### src/hdl/slotalloc_pkg.sv
// Shared constants and codes for the slot allocator with descriptors.
// No dependencies; imported by the top level.
package slotalloc_pkg;

   localparam int DEF_SLOTS  = 32;   // default number of allocatable slots
   localparam int DESC_DEPTH = 32;   // descriptor tables, indexed by low id bits
   localparam int DESC_IDX_W = 5;
   localparam int ID_W       = 11;
   localparam int TABLE_ID_W = 10;
   localparam int REG_W      = 5;
   localparam int DATA_W     = 32;
   localparam int TAG_W      = 8;
   localparam int TYPE_W     = 4;
   localparam int PADDR_W    = 3;

   localparam logic [ID_W-1:0] ID_BASE = 11'h400;

   // register codes carried in reg_addr
   localparam logic [REG_W-1:0] REG_ALLOC = 5'd1;  // allocate, or set structure
   localparam logic [REG_W-1:0] REG_FREE  = 5'd2;  // free, or set type (memory read)

   // command codes
   localparam logic CMD_CONFIG = 1'b0;
   localparam logic CMD_REPLY  = 1'b1;

   // result kinds
   localparam logic KIND_ANSWER = 1'b0;
   localparam logic KIND_READ   = 1'b1;

   // CSR word index (paddr[2])
   localparam logic CSR_TABLE_ID = 1'b0;

endpackage

### src/hdl/slot_allocator_with_descriptors.sv
// Slot allocator with per-slot structure and type descriptors.
// Depends on slotalloc_pkg.
//
// Usage:
//  - Input channel: drive the req_* fields and raise start; a beat is taken at
//    the rising edge where start is high and busy is low. busy is high while
//    an allocation scans the in-use map.
//  - Result channel: a result beat sits on the rsp_* ports for exactly one
//    cycle, marked by rsp_strobe. The receiver cannot stall it, so take it then.
//  - CSR port: APB-style, one register (table_unit_id) at byte address 0.
//    pready is tied high. Write only while the block is idle.
//  - Answers: most requests answer in the cycle after the accepting edge and
//    busy stays low, so a new beat may follow straight away. An allocate walks
//    the in-use map one slot a cycle through a single compare unit; the answer
//    strobes in the cycle after the last scan step. busy is high throughout.
//  - A memory read request is a result beat with rsp_out_kind high; the block
//    then drops every request beat until a reply beat (req_command high)
//    arrives, stores it as the type descriptor and answers the request.
//  - Reset (synchronous): clears the in-use map, the pending read, the table
//    id and the sequencer. Descriptor tables hold garbage until written.
module slot_allocator_with_descriptors
   import slotalloc_pkg::*;
#(
   parameter int SLOTS = DEF_SLOTS
) (
   input  logic                  clock,
   input  logic                  reset,
   // input channel
   input  logic                  start,
   output logic                  busy,
   input  logic                  req_command,
   input  logic [ID_W-1:0]       req_unit_id,
   input  logic [REG_W-1:0]      req_reg_addr,
   input  logic [DATA_W-1:0]     req_data,
   input  logic                  req_kind,
   input  logic [TAG_W-1:0]      req_tag,
   input  logic [DATA_W-1:0]     req_mem_data,
   // result channel
   output logic                  rsp_strobe,
   output logic                  rsp_out_kind,
   output logic [ID_W-1:0]       rsp_resp_id,
   output logic [ID_W-1:0]       rsp_resp_data,
   output logic                  rsp_resp_kind,
   output logic [TAG_W-1:0]      rsp_resp_tag,
   output logic [DATA_W-1:0]     rsp_mem_addr,
   // CSR port
   input  logic                  psel,
   input  logic                  penable,
   input  logic                  pwrite,
   input  logic [PADDR_W-1:0]    paddr,
   input  logic [DATA_W-1:0]     pwdata,
   output logic [DATA_W-1:0]     prdata,
   output logic                  pready
);

   localparam int SLOT_W = $clog2(SLOTS);
   localparam logic [SLOT_W-1:0] LAST_SLOT = SLOT_W'(SLOTS - 1);
   localparam logic [DESC_IDX_W:0] SLOTS_LIM = (DESC_IDX_W + 1)'(SLOTS);

   typedef enum logic {
      ST_IDLE,
      ST_SCAN
   } state_type;

   // ---------------------------------------------------------------------
   // CSR: table unit id
   // ---------------------------------------------------------------------
   logic [TABLE_ID_W-1:0] table_id_ff;
   logic                  csr_wr;

   assign pready = 1'b1;
   assign csr_wr = psel && penable && pwrite && pready && (paddr[2] == CSR_TABLE_ID);

   always_ff @(posedge clock) begin
      if (reset) begin
         table_id_ff <= '0;
      end else if (csr_wr) begin
         table_id_ff <= pwdata[TABLE_ID_W-1:0];
      end
   end

   always_comb begin
      prdata = '0;
      if (paddr[2] == CSR_TABLE_ID) begin
         prdata = DATA_W'(table_id_ff);
      end
   end

   // ---------------------------------------------------------------------
   // Sequencer registers
   // ---------------------------------------------------------------------
   state_type           state_ff, state_in;
   logic [SLOT_W-1:0]   idx_ff, idx_in;
   logic                pend_ff, pend_in;
   logic [ID_W-1:0]     pend_id_ff, pend_id_in;
   logic                pend_kind_ff, pend_kind_in;
   logic [TAG_W-1:0]    pend_tag_ff, pend_tag_in;
   // request under allocation
   logic [ID_W-1:0]     job_id_ff, job_id_in;
   logic                job_kind_ff, job_kind_in;
   logic [TAG_W-1:0]    job_tag_ff, job_tag_in;
   logic [TYPE_W-1:0]   job_type_ff, job_type_in;
   // result registers
   logic                strobe_ff, strobe_in;
   logic                out_kind_ff, out_kind_in;
   logic [ID_W-1:0]     resp_id_ff, resp_id_in;
   logic [ID_W-1:0]     resp_data_ff, resp_data_in;
   logic                resp_kind_ff, resp_kind_in;
   logic [TAG_W-1:0]    resp_tag_ff, resp_tag_in;
   logic [DATA_W-1:0]   mem_addr_ff, mem_addr_in;

   // map and descriptor write controls
   logic                map_set, map_clr;
   logic [SLOT_W-1:0]   map_set_idx, map_clr_idx;
   logic                sdesc_we, tdesc_we;
   logic [DESC_IDX_W-1:0] sdesc_idx, tdesc_idx;

   logic [SLOTS-1:0]    in_use_ff;
   logic                accept;
   logic                slot_busy;
   logic [DESC_IDX_W-1:0] free_slot;

   assign accept    = start && !busy;
   assign busy      = (state_ff != ST_IDLE);
   // shared compare unit: one map entry tested per scan cycle
   assign slot_busy = in_use_ff[idx_ff];
   assign free_slot = req_data[DESC_IDX_W-1:0];

   always_comb begin
      state_in     = state_ff;
      idx_in       = idx_ff;
      pend_in      = pend_ff;
      pend_id_in   = pend_id_ff;
      pend_kind_in = pend_kind_ff;
      pend_tag_in  = pend_tag_ff;
      job_id_in    = job_id_ff;
      job_kind_in  = job_kind_ff;
      job_tag_in   = job_tag_ff;
      job_type_in  = job_type_ff;
      strobe_in    = 1'b0;
      out_kind_in  = KIND_ANSWER;
      resp_id_in   = resp_id_ff;
      resp_data_in = '0;
      resp_kind_in = resp_kind_ff;
      resp_tag_in  = resp_tag_ff;
      mem_addr_in  = '0;
      map_set      = 1'b0;
      map_clr      = 1'b0;
      map_set_idx  = idx_ff;
      map_clr_idx  = free_slot[SLOT_W-1:0];
      sdesc_we     = 1'b0;
      tdesc_we     = 1'b0;
      sdesc_idx    = req_unit_id[DESC_IDX_W-1:0];
      tdesc_idx    = pend_id_ff[DESC_IDX_W-1:0];

      unique case (state_ff)
         ST_IDLE: begin
            if (accept) begin
               if (pend_ff) begin
                  // only a memory reply is taken; drop anything else
                  if (req_command == CMD_REPLY) begin
                     tdesc_we     = 1'b1;
                     pend_in      = 1'b0;
                     strobe_in    = 1'b1;
                     resp_id_in   = pend_id_ff;
                     resp_kind_in = pend_kind_ff;
                     resp_tag_in  = pend_tag_ff;
                  end
               end else if (req_command == CMD_CONFIG) begin
                  if (req_unit_id == ID_W'(table_id_ff)) begin
                     if (req_reg_addr == REG_ALLOC) begin
                        job_id_in   = req_unit_id;
                        job_kind_in = req_kind;
                        job_tag_in  = req_tag;
                        job_type_in = req_data[TYPE_W-1:0];
                        idx_in      = '0;
                        state_in    = ST_SCAN;
                     end else if (req_reg_addr == REG_FREE) begin
                        map_clr      = ({1'b0, free_slot} < SLOTS_LIM);
                        strobe_in    = 1'b1;
                        resp_id_in   = req_unit_id;
                        resp_kind_in = req_kind;
                        resp_tag_in  = req_tag;
                     end
                  end else if (req_unit_id[ID_W-1]) begin
                     if (req_reg_addr == REG_ALLOC) begin
                        sdesc_we     = 1'b1;
                        strobe_in    = 1'b1;
                        resp_id_in   = req_unit_id;
                        resp_kind_in = req_kind;
                        resp_tag_in  = req_tag;
                     end else if (req_reg_addr == REG_FREE) begin
                        // issue the read and park the request until the reply
                        pend_in      = 1'b1;
                        pend_id_in   = req_unit_id;
                        pend_kind_in = req_kind;
                        pend_tag_in  = req_tag;
                        strobe_in    = 1'b1;
                        out_kind_in  = KIND_READ;
                        resp_id_in   = '0;
                        resp_kind_in = 1'b0;
                        resp_tag_in  = '0;
                        mem_addr_in  = req_data;
                     end
                  end
               end
            end
         end
         ST_SCAN: begin
            if (!slot_busy) begin
               map_set      = 1'b1;
               strobe_in    = 1'b1;
               resp_id_in   = job_id_ff;
               resp_data_in = ID_BASE | ID_W'(idx_ff);
               resp_kind_in = job_kind_ff;
               resp_tag_in  = job_tag_ff;
               state_in     = ST_IDLE;
            end else if (idx_ff == LAST_SLOT) begin
               // map full: answer zero
               strobe_in    = 1'b1;
               resp_id_in   = job_id_ff;
               resp_kind_in = job_kind_ff;
               resp_tag_in  = job_tag_ff;
               state_in     = ST_IDLE;
            end else begin
               idx_in = idx_ff + 1'b1;
            end
         end
         default: begin
            state_in = ST_IDLE;
         end
      endcase
   end

   always_ff @(posedge clock) begin
      idx_ff       <= idx_in;
      pend_id_ff   <= pend_id_in;
      pend_kind_ff <= pend_kind_in;
      pend_tag_ff  <= pend_tag_in;
      job_id_ff    <= job_id_in;
      job_kind_ff  <= job_kind_in;
      job_tag_ff   <= job_tag_in;
      job_type_ff  <= job_type_in;
      out_kind_ff  <= out_kind_in;
      resp_id_ff   <= resp_id_in;
      resp_data_ff <= resp_data_in;
      resp_kind_ff <= resp_kind_in;
      resp_tag_ff  <= resp_tag_in;
      mem_addr_ff  <= mem_addr_in;
      if (reset) begin
         state_ff  <= ST_IDLE;
         pend_ff   <= 1'b0;
         strobe_ff <= 1'b0;
      end else begin
         state_ff  <= state_in;
         pend_ff   <= pend_in;
         strobe_ff <= strobe_in;
      end
   end

   assign rsp_strobe    = strobe_ff;
   assign rsp_out_kind  = out_kind_ff;
   assign rsp_resp_id   = resp_id_ff;
   assign rsp_resp_data = resp_data_ff;
   assign rsp_resp_kind = resp_kind_ff;
   assign rsp_resp_tag  = resp_tag_ff;
   assign rsp_mem_addr  = mem_addr_ff;

   // ---------------------------------------------------------------------
   // In-use map: one flop per slot, cleared at reset
   // ---------------------------------------------------------------------
   always_ff @(posedge clock) begin
      if (reset) begin
         in_use_ff <= '0;
      end else begin
         if (map_set) begin
            in_use_ff[map_set_idx] <= 1'b1;
         end
         if (map_clr) begin
            in_use_ff[map_clr_idx] <= 1'b0;
         end
      end
   end

   // ---------------------------------------------------------------------
   // Descriptor stores: write-only here, undefined until written
   // ---------------------------------------------------------------------
   logic [TYPE_W-1:0] slot_type_mem [SLOTS];
   logic [DATA_W-1:0] sdesc_mem [DESC_DEPTH];
   logic [DATA_W-1:0] tdesc_mem [DESC_DEPTH];

   always_ff @(posedge clock) begin
      if (map_set) begin
         slot_type_mem[map_set_idx] <= job_type_ff;
      end
      if (sdesc_we) begin
         sdesc_mem[sdesc_idx] <= req_data;
      end
      if (tdesc_we) begin
         tdesc_mem[tdesc_idx] <= req_mem_data;
      end
   end

   // ---------------------------------------------------------------------
   // Assertions
   // ---------------------------------------------------------------------
   a_pend_blocks_scan : assert property (@(posedge clock) disable iff (reset)
      pend_ff |-> (state_ff == ST_IDLE))
      else $error("allocation scan running while a read is pending");

   a_read_sets_pend : assert property (@(posedge clock) disable iff (reset)
      (rsp_strobe && rsp_out_kind == KIND_READ) |-> pend_ff)
      else $error("memory read issued without a pending record");

   a_alloc_marks_map : assert property (@(posedge clock) disable iff (reset)
      (rsp_strobe && rsp_resp_data != '0) |-> in_use_ff[rsp_resp_data[SLOT_W-1:0]])
      else $error("allocated slot not marked in use");

   a_scan_in_range : assert property (@(posedge clock) disable iff (reset)
      (state_ff == ST_SCAN) |-> (idx_ff <= LAST_SLOT))
      else $error("scan index beyond the last slot");

endmodule

### config.mk
export PLATFORM = sky130hd
export DESIGN_NAME = slot_allocator_with_descriptors
export DESIGN_NICKNAME = d
export VERILOG_FILES = /design/src/hdl/slotalloc_pkg.sv /design/src/hdl/slot_allocator_with_descriptors.sv
export SDC_FILE = /design/constraint.sdc
export NUM_CORES = 1
export LEC_CHECK = 0
export BUFFER_PORTS_ARGS = -buffer_cell sky130_fd_sc_hd__buf_2
export CAP_MARGIN = 20
export CORE_MARGIN = 2
export CORE_UTILIZATION = 40
export DETAILED_ROUTE_END_ITERATION = 8
export GPL_TIMING_DRIVEN = 1
export PLACE_DENSITY = 0.76
export RECOVER_POWER = 25
export SKIP_LAST_GASP = 1
export SLEW_MARGIN = 10
export SYNTH_ARGS = -nofsm -noshare
export SYNTH_HDL_FRONTEND = slang
export SYNTH_SLANG_ARGS = --single-unit
### constraint.sdc
create_clock -name clock -period 4.2 [get_ports clock]
set_clock_uncertainty 0.1 [all_clocks]
set_input_delay 0.84 -clock clock [delete_from_list [all_inputs] [get_ports clock]]
set_output_delay 0.84 -clock clock [all_outputs]
set_load 0.01 [all_outputs]
==> results of run 1 <==
-- worst min-delay path by stage --
| stage | start | endpoint | slack (ns) | depth (start not counted) |
|---|---|---|---|---|
| 2_1_floorplan | in_use_ff[27] | in_use_ff[27] | 0.33 | 2 |
| 3_3_place_gp | in_use_ff[27] | in_use_ff[27] | 0.34 | 2 |
| 3_5_place_dp | in_use_ff[27] | in_use_ff[27] | 0.35 | 2 |
| 4_1_cts | in_use_ff[27] | in_use_ff[27] | 0.36 | 2 |
| 5_1_grt | table_id_ff[7] | table_id_ff[7] | 0.40 | 2 |
| 6_report | in_use_ff[27] | in_use_ff[27] | 0.36 | 2 |
-- cells by family (layout without fill, tap and decap cells) --
logic type / after synthesis / in the layout
compound gates: 114 / 114
xor+xnor: 14 / 14
fa+ha+maj: 5 / 5
buf+inv: 87 / 216
flops: 148 / 148
mux: 16 / 16
other cells: 2 / 29
simple gates: 183 / 183
-- worst min-delay path: stages (launching register included) --
cell	delay, ns
dfxtp_1	0.31
nand2_1	0.05
o22ai_1	0.05
-- cell usage after synthesis (all sizes together) (12+ instances only) --
| library cell | n |
|---|---|
| nor2b | 15 |
| mux2i | 16 |
| and3 | 21 |
| nand3 | 12 |
| and2 | 37 |
| a221oi | 22 |
| nor2 | 19 |
| a21oi | 12 |
| a221o | 19 |
| edfxtp | 64 |
| buf | 34 |
| nand2 | 34 |
| clkbuf | 21 |
| inv | 32 |
| dfxtp | 84 |
| xor2 | 12 |
| o21ai | 32 |
-- stage by stage --
stage | utilization | area [µm²] | hold WS (ns) | std cells
5_1_grt | 0.503 | 7700 | 0.397 | 936
3_5_place_dp | 0.467 | 7150 | 0.354 | 904
4_1_cts | 0.506 | 7750 | 0.363 | 935
2_1_floorplan | - | 6420 | 0.335 | 595
6_report | 0.503 | 7700 | 0.364 | 936
3_3_place_gp | 0.467 | 7150 | 0.345 | 904
-- registers in the layout, summed over array words and instances, names as in the netlist --
signal         flops
in_use_ff         32
rsp_mem_addr      32
job_id_ff         11
rsp_resp_id       11
pend_id_ff        10
table_id_ff       10
job_tag_ff         8
pend_tag_ff        8
rsp_resp_tag       8
rsp_resp_data      6
idx_ff             5
busy               1
job_kind_ff        1
pend_ff            1
pend_kind_ff       1
rsp_out_kind       1
rsp_resp_kind      1
rsp_strobe         1
-- report_power, final --
group          switching, mW  internal (mW)  leakage (nW)  total (mW)
clock network          0.606          0.941         0.288        1.55
registers            0.00438           1.51          1.25        1.51
logic                 0.0801         0.0443          1.36       0.124
-- metal layers --
metal | track usage | up-vias
met5 | 0 | -
met4 | 0.0791 | 4
met3 | 0.0529 | 35
met2 | 0.285 | 195
met1 | 0.231 | 2288
li1 | - | 2316
-- cell type report --
type / instances / area (µm²) / area share
diodes: 1 / 2.50 / 0.000325
well taps: 211 / 264 / 0.0343
inverters: 32 / 120 / 0.0156
flip-flops and latches: 148 / 3600 / 0.468
clock inverters: 13 / 175 / 0.0227
repair buffers: 153 / 731 / 0.0949
clock buffers: 18 / 429 / 0.0557
multi-input cells: 360 / 2380 / 0.309
==> results.cfg, run 1 <==
[sta]
setup_viol = 0
finalSetupTns_ns = 0
min_period_ns = 3.25
hold_viol_final = 0
rsz0062_at_grt = no
tightest_slew_ns = 1.40
slew_headroom = 0.0663
max_clock_freq_mhz = 308
finalWorstSetupSlack_ns = 0.951
drv_slew = 0
fin_crit_sh = 0.774

[clock_tree]
cts_resized = 0
cts_buffers = 17
path_clk_slew_ns = 0.06
postCtsSetupBuffers = 0
tritoncts = done
clock_path_buffers = 2
cts.sinks = 148
insertion_delay_ns = 0.42
holdBufCountCts = 0
clock_tree.root_cell = clkbuf_16
htreeDepth = 4

[synth]
synth_cell_types = 51
seq_area_frac_synth = 0.570
synthSimpleGateAreaFrac = 0.165
syn_area_per_cell_um2 = 11.1
synth_area_leaders = edfxtp_1 (30%), dfxtp_1 (27%), and2_1 (3.7%)
synth_xor_area_frac = 0.0194
yosys_warnings = 0
synthesis.area_um2 = 6320
synthMuxAreaShare = 0.0253
yosys.area_share.adder = 0.00990
synthArstFlopShare = 0
synth.top_cell.area_share = 0.304
synth_edf_count = 64
synth-seq-cells = 148
yosysTopAreaCell = edfxtp_1
synth_compound_area_frac = 0.137
syn-instance-count = 569
synth_top_family_by_area = simple AND/OR/NAND/NOR gates
ys.flop_type = dfxtp_1

[cells_and_area]
drive_gt1_frac = 0.220
nets = 848
syn2layout_area_growth_pct = 21.9
final_common_cell = buf_2
layout_common_cells = buf_2 (107), dfxtp_1 (84), edfxtp_1 (64)
n_fill_cell = 1421

[critical_path]
cpPeakStageDelay_ns = 1.02
critPathLaunchType = flip-flop
rr_startpoint = busy
r2r.worst_path.cells = 6
path_cells = clkbuf_1 > inv_1 > a2111oi_4 > nand3_1 > nand3_1 > buf_4
end_kind = flip-flop
crit_family = buffers and inverters
r2r-end = rsp_resp_id[6]
cpMostUsedCell = nand3_1
critPathLaunch = busy
path_depth = 6
path_max_fanout = 28
arrival_ns = 3.25
worst_path_max_delay_cell = clkbuf_1
setup.worst_path.class = reg2reg
critPathRequiredTime_ns = 4.20
critical_path_buf_inv_count = 3
rrSetupSlack_ns = 0.95
crit_path_end = rsp_resp_id[6]

[place]
routabilityCongestion = 0.850
port_buffers = 145
pre_cts_ws_ns = 0.898
dp_hpwl_mm = 10.3

[pwr]
leakage_nw = 2.90
powerDensity_nw_per_um2 = 413
p_total_mw = 3.18
ir_worst_vdd_v = 0.000264

[detailed_routing]
vias = 4838
highest_layer = met5
drt_iter0_markers = 277
ant_nets = 0
drc = 0
wl_met3_mm = 1.13
wl_mm = 15.0
dr.pass1.iters = 4
wl_met1_mm = 6.59
via_per_inst = 5.17
met2_length_mm = 6.83
wire_per_inst_um = 16.0

[run]
drv_cap = 0

[floorplan]
dieHeight_um = 130
die_area_um2 = 16800
core_um2 = 15300
num_rows = 45
initial_utilization = 0.413
ios = 230
die_w_um = 130

[global_routing]
antenna_found_initial = 3
grt_start_max_net_pins = 36
grt_pass1_vias = 4560
grt_overflow = 0
grt_usage = 0.180
grt_pass1_wl_mm = 23.5

[status]
run_status = finished, final reports clean

[hold_path]
hp-class = reg2reg
(Power assumes the default switching activity.)
==> run 2: changes to the inputs <==
- clock period: 4.2 -> 2.9 ns (I/O delays scaled with it)
==> run 2 against run 1 <==
  * Critical path depth rose by 1
  * Setup slack got worse by 0.65 ns
  * Clock power rose by 34%
  * Die area stayed put
  * Cell area grew 1.7%
  * Sequential share of layout area decreased by 0.78 points
  * Total power grew 40%
  * Clock-buffer cell count stayed put
  * Combinational power grew 52%
  * Maximum frequency grew 25%
  * Largest power group is now registers
==> results.cfg, run 2 (synthesized netlist as in run 1, its figures left out) <==
[detailed_routing]
wl_mm = 15.7
vias = 4975
drt_iter0_markers = 435
wire_per_inst_um = 16.4
dr.pass1.iters = 5
drc = 0
ant_nets = 0
via_per_inst = 5.21

[cells_and_area]
nets = 866
multi_input_area_um2 = 2390
n_fill_cell = 1404
drive_gt1_frac = 0.237
ff_latch_area_um2 = 3600
syn2layout_area_growth_pct = 23.9
final_common_cell = buf_2
diodes = 0
layout_common_cells = buf_2 (106), dfxtp_1 (84), edfxtp_1 (64)

[sta]
fin_crit_sh = 0.897
finalWorstSetupSlack_ns = 0.298
hold_ws_ns = 0.253
min_period_ns = 2.60
tightest_slew_ns = 0.996
max_clock_freq_mhz = 384
finalSetupTns_ns = 0
slew_headroom = 0.336
rsz0062_at_grt = no
hold_viol_final = 0
drv_slew = 0
setup_viol = 0

[critical_path]
rr_startpoint = idx_ff[0]
setup.worst_path.class = reg2reg
critical_path_buf_inv_count = 2
critPathLaunch = idx_ff[0]
path_cells = buf_4 > mux2i_1 > o221ai_1 > a2111oi_4 > nand4_1 > buf_4 > o21ai_0
critPathRequiredTime_ns = 3.15
path_depth = 7
r2r-end = in_use_ff[15]
critPathLaunchType = flip-flop
worst_path_max_delay_cell = edfxtp_1
cpPeakStageDelay_ns = 0.53
crit_family = compound AO/OA/AOI/OAI gates
path_max_fanout = 7
arrival_ns = 2.85
r2r.worst_path.cells = 7
cpMostUsedCell = buf_4
rrSetupSlack_ns = 0.30
end_kind = flip-flop

[clock_tree]
cts_buffers = 17
path_clk_slew_ns = 0.06
cts_resized = 0
holdBufCountCts = 0
htreeDepth = 4
clock_tree.root_cell = clkbuf_16
clock_path_buffers = 2
tritoncts = done
cts.sinks = 148
postCtsSetupBuffers = 0
insertion_delay_ns = 0.43

[status]
run_status = finished, final reports clean

[hold_path]
holdPathEnd = rsp_mem_addr[25]
hp-class = in2reg
whs_path_depth = 2
hp-start = req_data[25]

[place]
dp_hpwl_mm = 10.9
pre_cts_ws_ns = 0.250
port_buffers = 145
routabilityCongestion = 0.854

[floorplan]
die_area_um2 = 16800
ios = 230
core_um2 = 15300
num_rows = 45
dieHeight_um = 130
die_w_um = 130
initial_utilization = 0.413

[pwr]
powerDensity_nw_per_um2 = 569
leakage_nw = 2.99
p_total_mw = 4.45
ir_worst_vdd_v = 0.000447

[global_routing]
grt_start_max_net_pins = 37
grt_overflow = 0
grt_pass1_vias = 4751
grt_usage = 0.190
grt_pass1_wl_mm = 24.4
antenna_found_initial = 0

[run]
drv_cap = 0
-- run 2: changes by cell type in the layout (fill, tap and decap cells not counted), sizes merged --
cell    delta
bufinv     -2
buf       +17
inv        +2
clkinv     +1
diode      -1
clkbuf     +1
-- run 2: worst max-delay path by stage --
stage / endpoint / slack, ns
final: in_use_ff[15] / 0.30
after global routing: in_use_ff[11] / 0.11
after CTS: rsp_resp_tag[2] / 0.32
after detailed placement: in_use_ff[9] / 0.25
after global placement: idx_ff[3] / 0.28
after floorplan: rsp_resp_id[0] / 0.12
-- run 2: where the power goes --
group	total, mW	internal [mW]	switching, mW	leakage, nW
Sequential	2.19	2.18	0.00572	1.25
Clock	2.08	1.19	0.886	0.268
Combinational	0.188	0.0680	0.120	1.47
-- run 2: routing by layer --
metal | up-vias | part of all wire | track usage
met4 | 0 | 0.024 | 0.0879
met2 | 241 | 0.46 | 0.294
met1 | 2348 | 0.44 | 0.252
li1 | 2358 | - | -
met5 | - | 0 | 0
met3 | 28 | 0.082 | 0.0455
-- run 2: layout make-up --
class	instances	area share
multi-input combinational	360	0.305
timing repair buffer	171	0.115
clock inverter	14	0.0163
clock buffer	18	0.0548
inverter	32	0.0153
tap	211	0.0337
sequential	148	0.460
-- run 2: stage by stage --
| step | util | std cells | cell area, µm² |
|---|---|---|---|
| CTS | 0.515 | 954 | 7890 |
| detailed placement | 0.479 | 922 | 7330 |
| floorplan | - | 595 | 6430 |
| global route | 0.512 | 954 | 7830 |
| global placement | 0.479 | 922 | 7330 |
| finish | 0.512 | 954 | 7830 |
==> run 3: changes to the inputs <==
- CORE_UTILIZATION: 40 -> 45
- PLACE_DENSITY: 0.76 -> 0.84
- SLEW_MARGIN: 10 -> 20
==> run 3 against run 2 <==
  * Largest cell class unchanged
  * Clock power is 7% higher
  * Highest routed layer unchanged
  * Largest power group is now clock
  * Cell count shrank 3.4%
  * Die area decreased by 11%
  * Critical path type unchanged
  * Sequential share of layout area rose by 0.051 points
==> results.cfg, run 3 (synthesized netlist as in run 1, its figures left out) <==
[critical_path]
crit_family = compound AO/OA/AOI/OAI gates
critPathRequiredTime_ns = 2.93
worst_path_max_delay_cell = edfxtp_1
r2r.worst_path.cells = 7
path_cells = buf_4 > mux2i_1 > o221ai_1 > a2111oi_4 > nand3_1 > nand3_1 > buf_12
end_kind = flip-flop
arrival_ns = 2.68
cpMostUsedCell = nand3_1
rrSetupSlack_ns = 0.25
path_max_fanout = 20
critical_path_buf_inv_count = 2
critPathLaunchType = flip-flop
cpPeakStageDelay_ns = 0.54
setup.worst_path.class = reg2reg
path_depth = 7

[floorplan]
core_um2 = 13800
die_area_um2 = 15000
dieHeight_um = 123
ios = 230
num_rows = 43
initial_utilization = 0.457
die_w_um = 123

[cells_and_area]
final_cells = 922
drive_gt1_frac = 0.236
finalInstanceArea_um2 = 7830
layout_common_cells = buf_2 (104), dfxtp_1 (84), edfxtp_1 (64)
syn2layout_area_growth_pct = 23.8
final_common_cell = buf_2
nets = 865
diodes = 0

[detailed_routing]
vias = 5059
wire_per_inst_um = 17.1
ant_nets = 0
drc = 0
via_per_inst = 5.49
wl_mm = 15.7
dr.pass1.iters = 5
drt_iter0_markers = 421

[clock_tree]
holdBufCountCts = 0
clock_tree.root_cell = clkbuf_16
insertion_delay_ns = 0.43
htreeDepth = 4
path_clk_slew_ns = 0.07
cts_resized = 0
clock_path_buffers = 2
tritoncts = done
postCtsSetupBuffers = 0
cts_buffers = 17
cts.sinks = 148

[sta]
finalWorstSetupSlack_ns = 0.254
hold_viol_final = 0
fin_crit_sh = 0.913
finalSetupTns_ns = 0
min_period_ns = 2.65
rsz0062_at_grt = no
max_clock_freq_mhz = 378
drv_slew = 0
slew_headroom = 0.367
setup_viol = 0
tightest_slew_ns = 0.949

[place]
place_area_um2 = 7290
placedCellCount = 890
dp_hpwl_mm = 10.9
port_buffers = 145
pre_cts_ws_ns = 0.222
routabilityCongestion = 0.867

[global_routing]
grt_start_max_net_pins = 37
grt_pass1_vias = 4704
antenna_found_initial = 1
grt_usage = 0.213
grt_overflow = 0
grt_pass1_wl_mm = 24.2

[pwr]
ir_worst_vdd_v = 0.000653
powerDensity_nw_per_um2 = 588
p_total_mw = 4.60
leakage_nw = 3.00

[hold_path]
whs_path_depth = 2
hp-class = in2reg

[run]
drv_cap = 0

[status]
run_status = finished, final reports clean
-- run 3: final cells by class --
cell class	instances	area (µm²)
clock buffers	18	429
clock inverters	14	165
fillers	1193	6000
inverters	32	120
multi-input cells	360	2390
flip-flops and latches	148	3600
well taps	180	225
repair buffers	170	896
-- run 3: worst register-to-register path: stages, from the launching register on --
cell,delay [ns]
edfxtp_1,0.54
buf_4,0.25
mux2i_1,0.19
o221ai_1,0.23
a2111oi_4,0.52
nand3_1,0.18
nand3_1,0.16
buf_12,0.18
-- run 3: path summary, 6_finish.rpt --
kind / startpoint / end
worst max-delay path: idx_ff[0] / rsp_resp_tag[6]
worst min-delay path: req_data[27] / rsp_mem_addr[27]
worst max register to register: idx_ff[0] / rsp_resp_tag[6]
worst min register to register: in_use_ff[27] / in_use_ff[27]
-- run 3: where the power goes --
group	switching [mW]	total (mW)	leakage [nW]	internal, mW
clock network	0.924	2.22	0.294	1.30
registers	0.00581	2.19	1.25	2.18
logic	0.121	0.187	1.45	0.0666
total	1.05	4.60	3.00	3.55
-- run 3: through the flow --
stage | util | hold slack [ns]
final | 0.566 | 0.246
after global placement | 0.527 | 0.344
after global routing | 0.566 | 0.239
after CTS | 0.570 | 0.236
after floorplan | - | 0.335
after detailed placement | 0.527 | 0.355
-- run 3: routing by layer --
metal / track usage / routed length (µm)
met5: 0 / 0
met2: 0.337 / 7450
met4: 0.103 / 418
met3: 0.0488 / 1170
met1: 0.275 / 6690
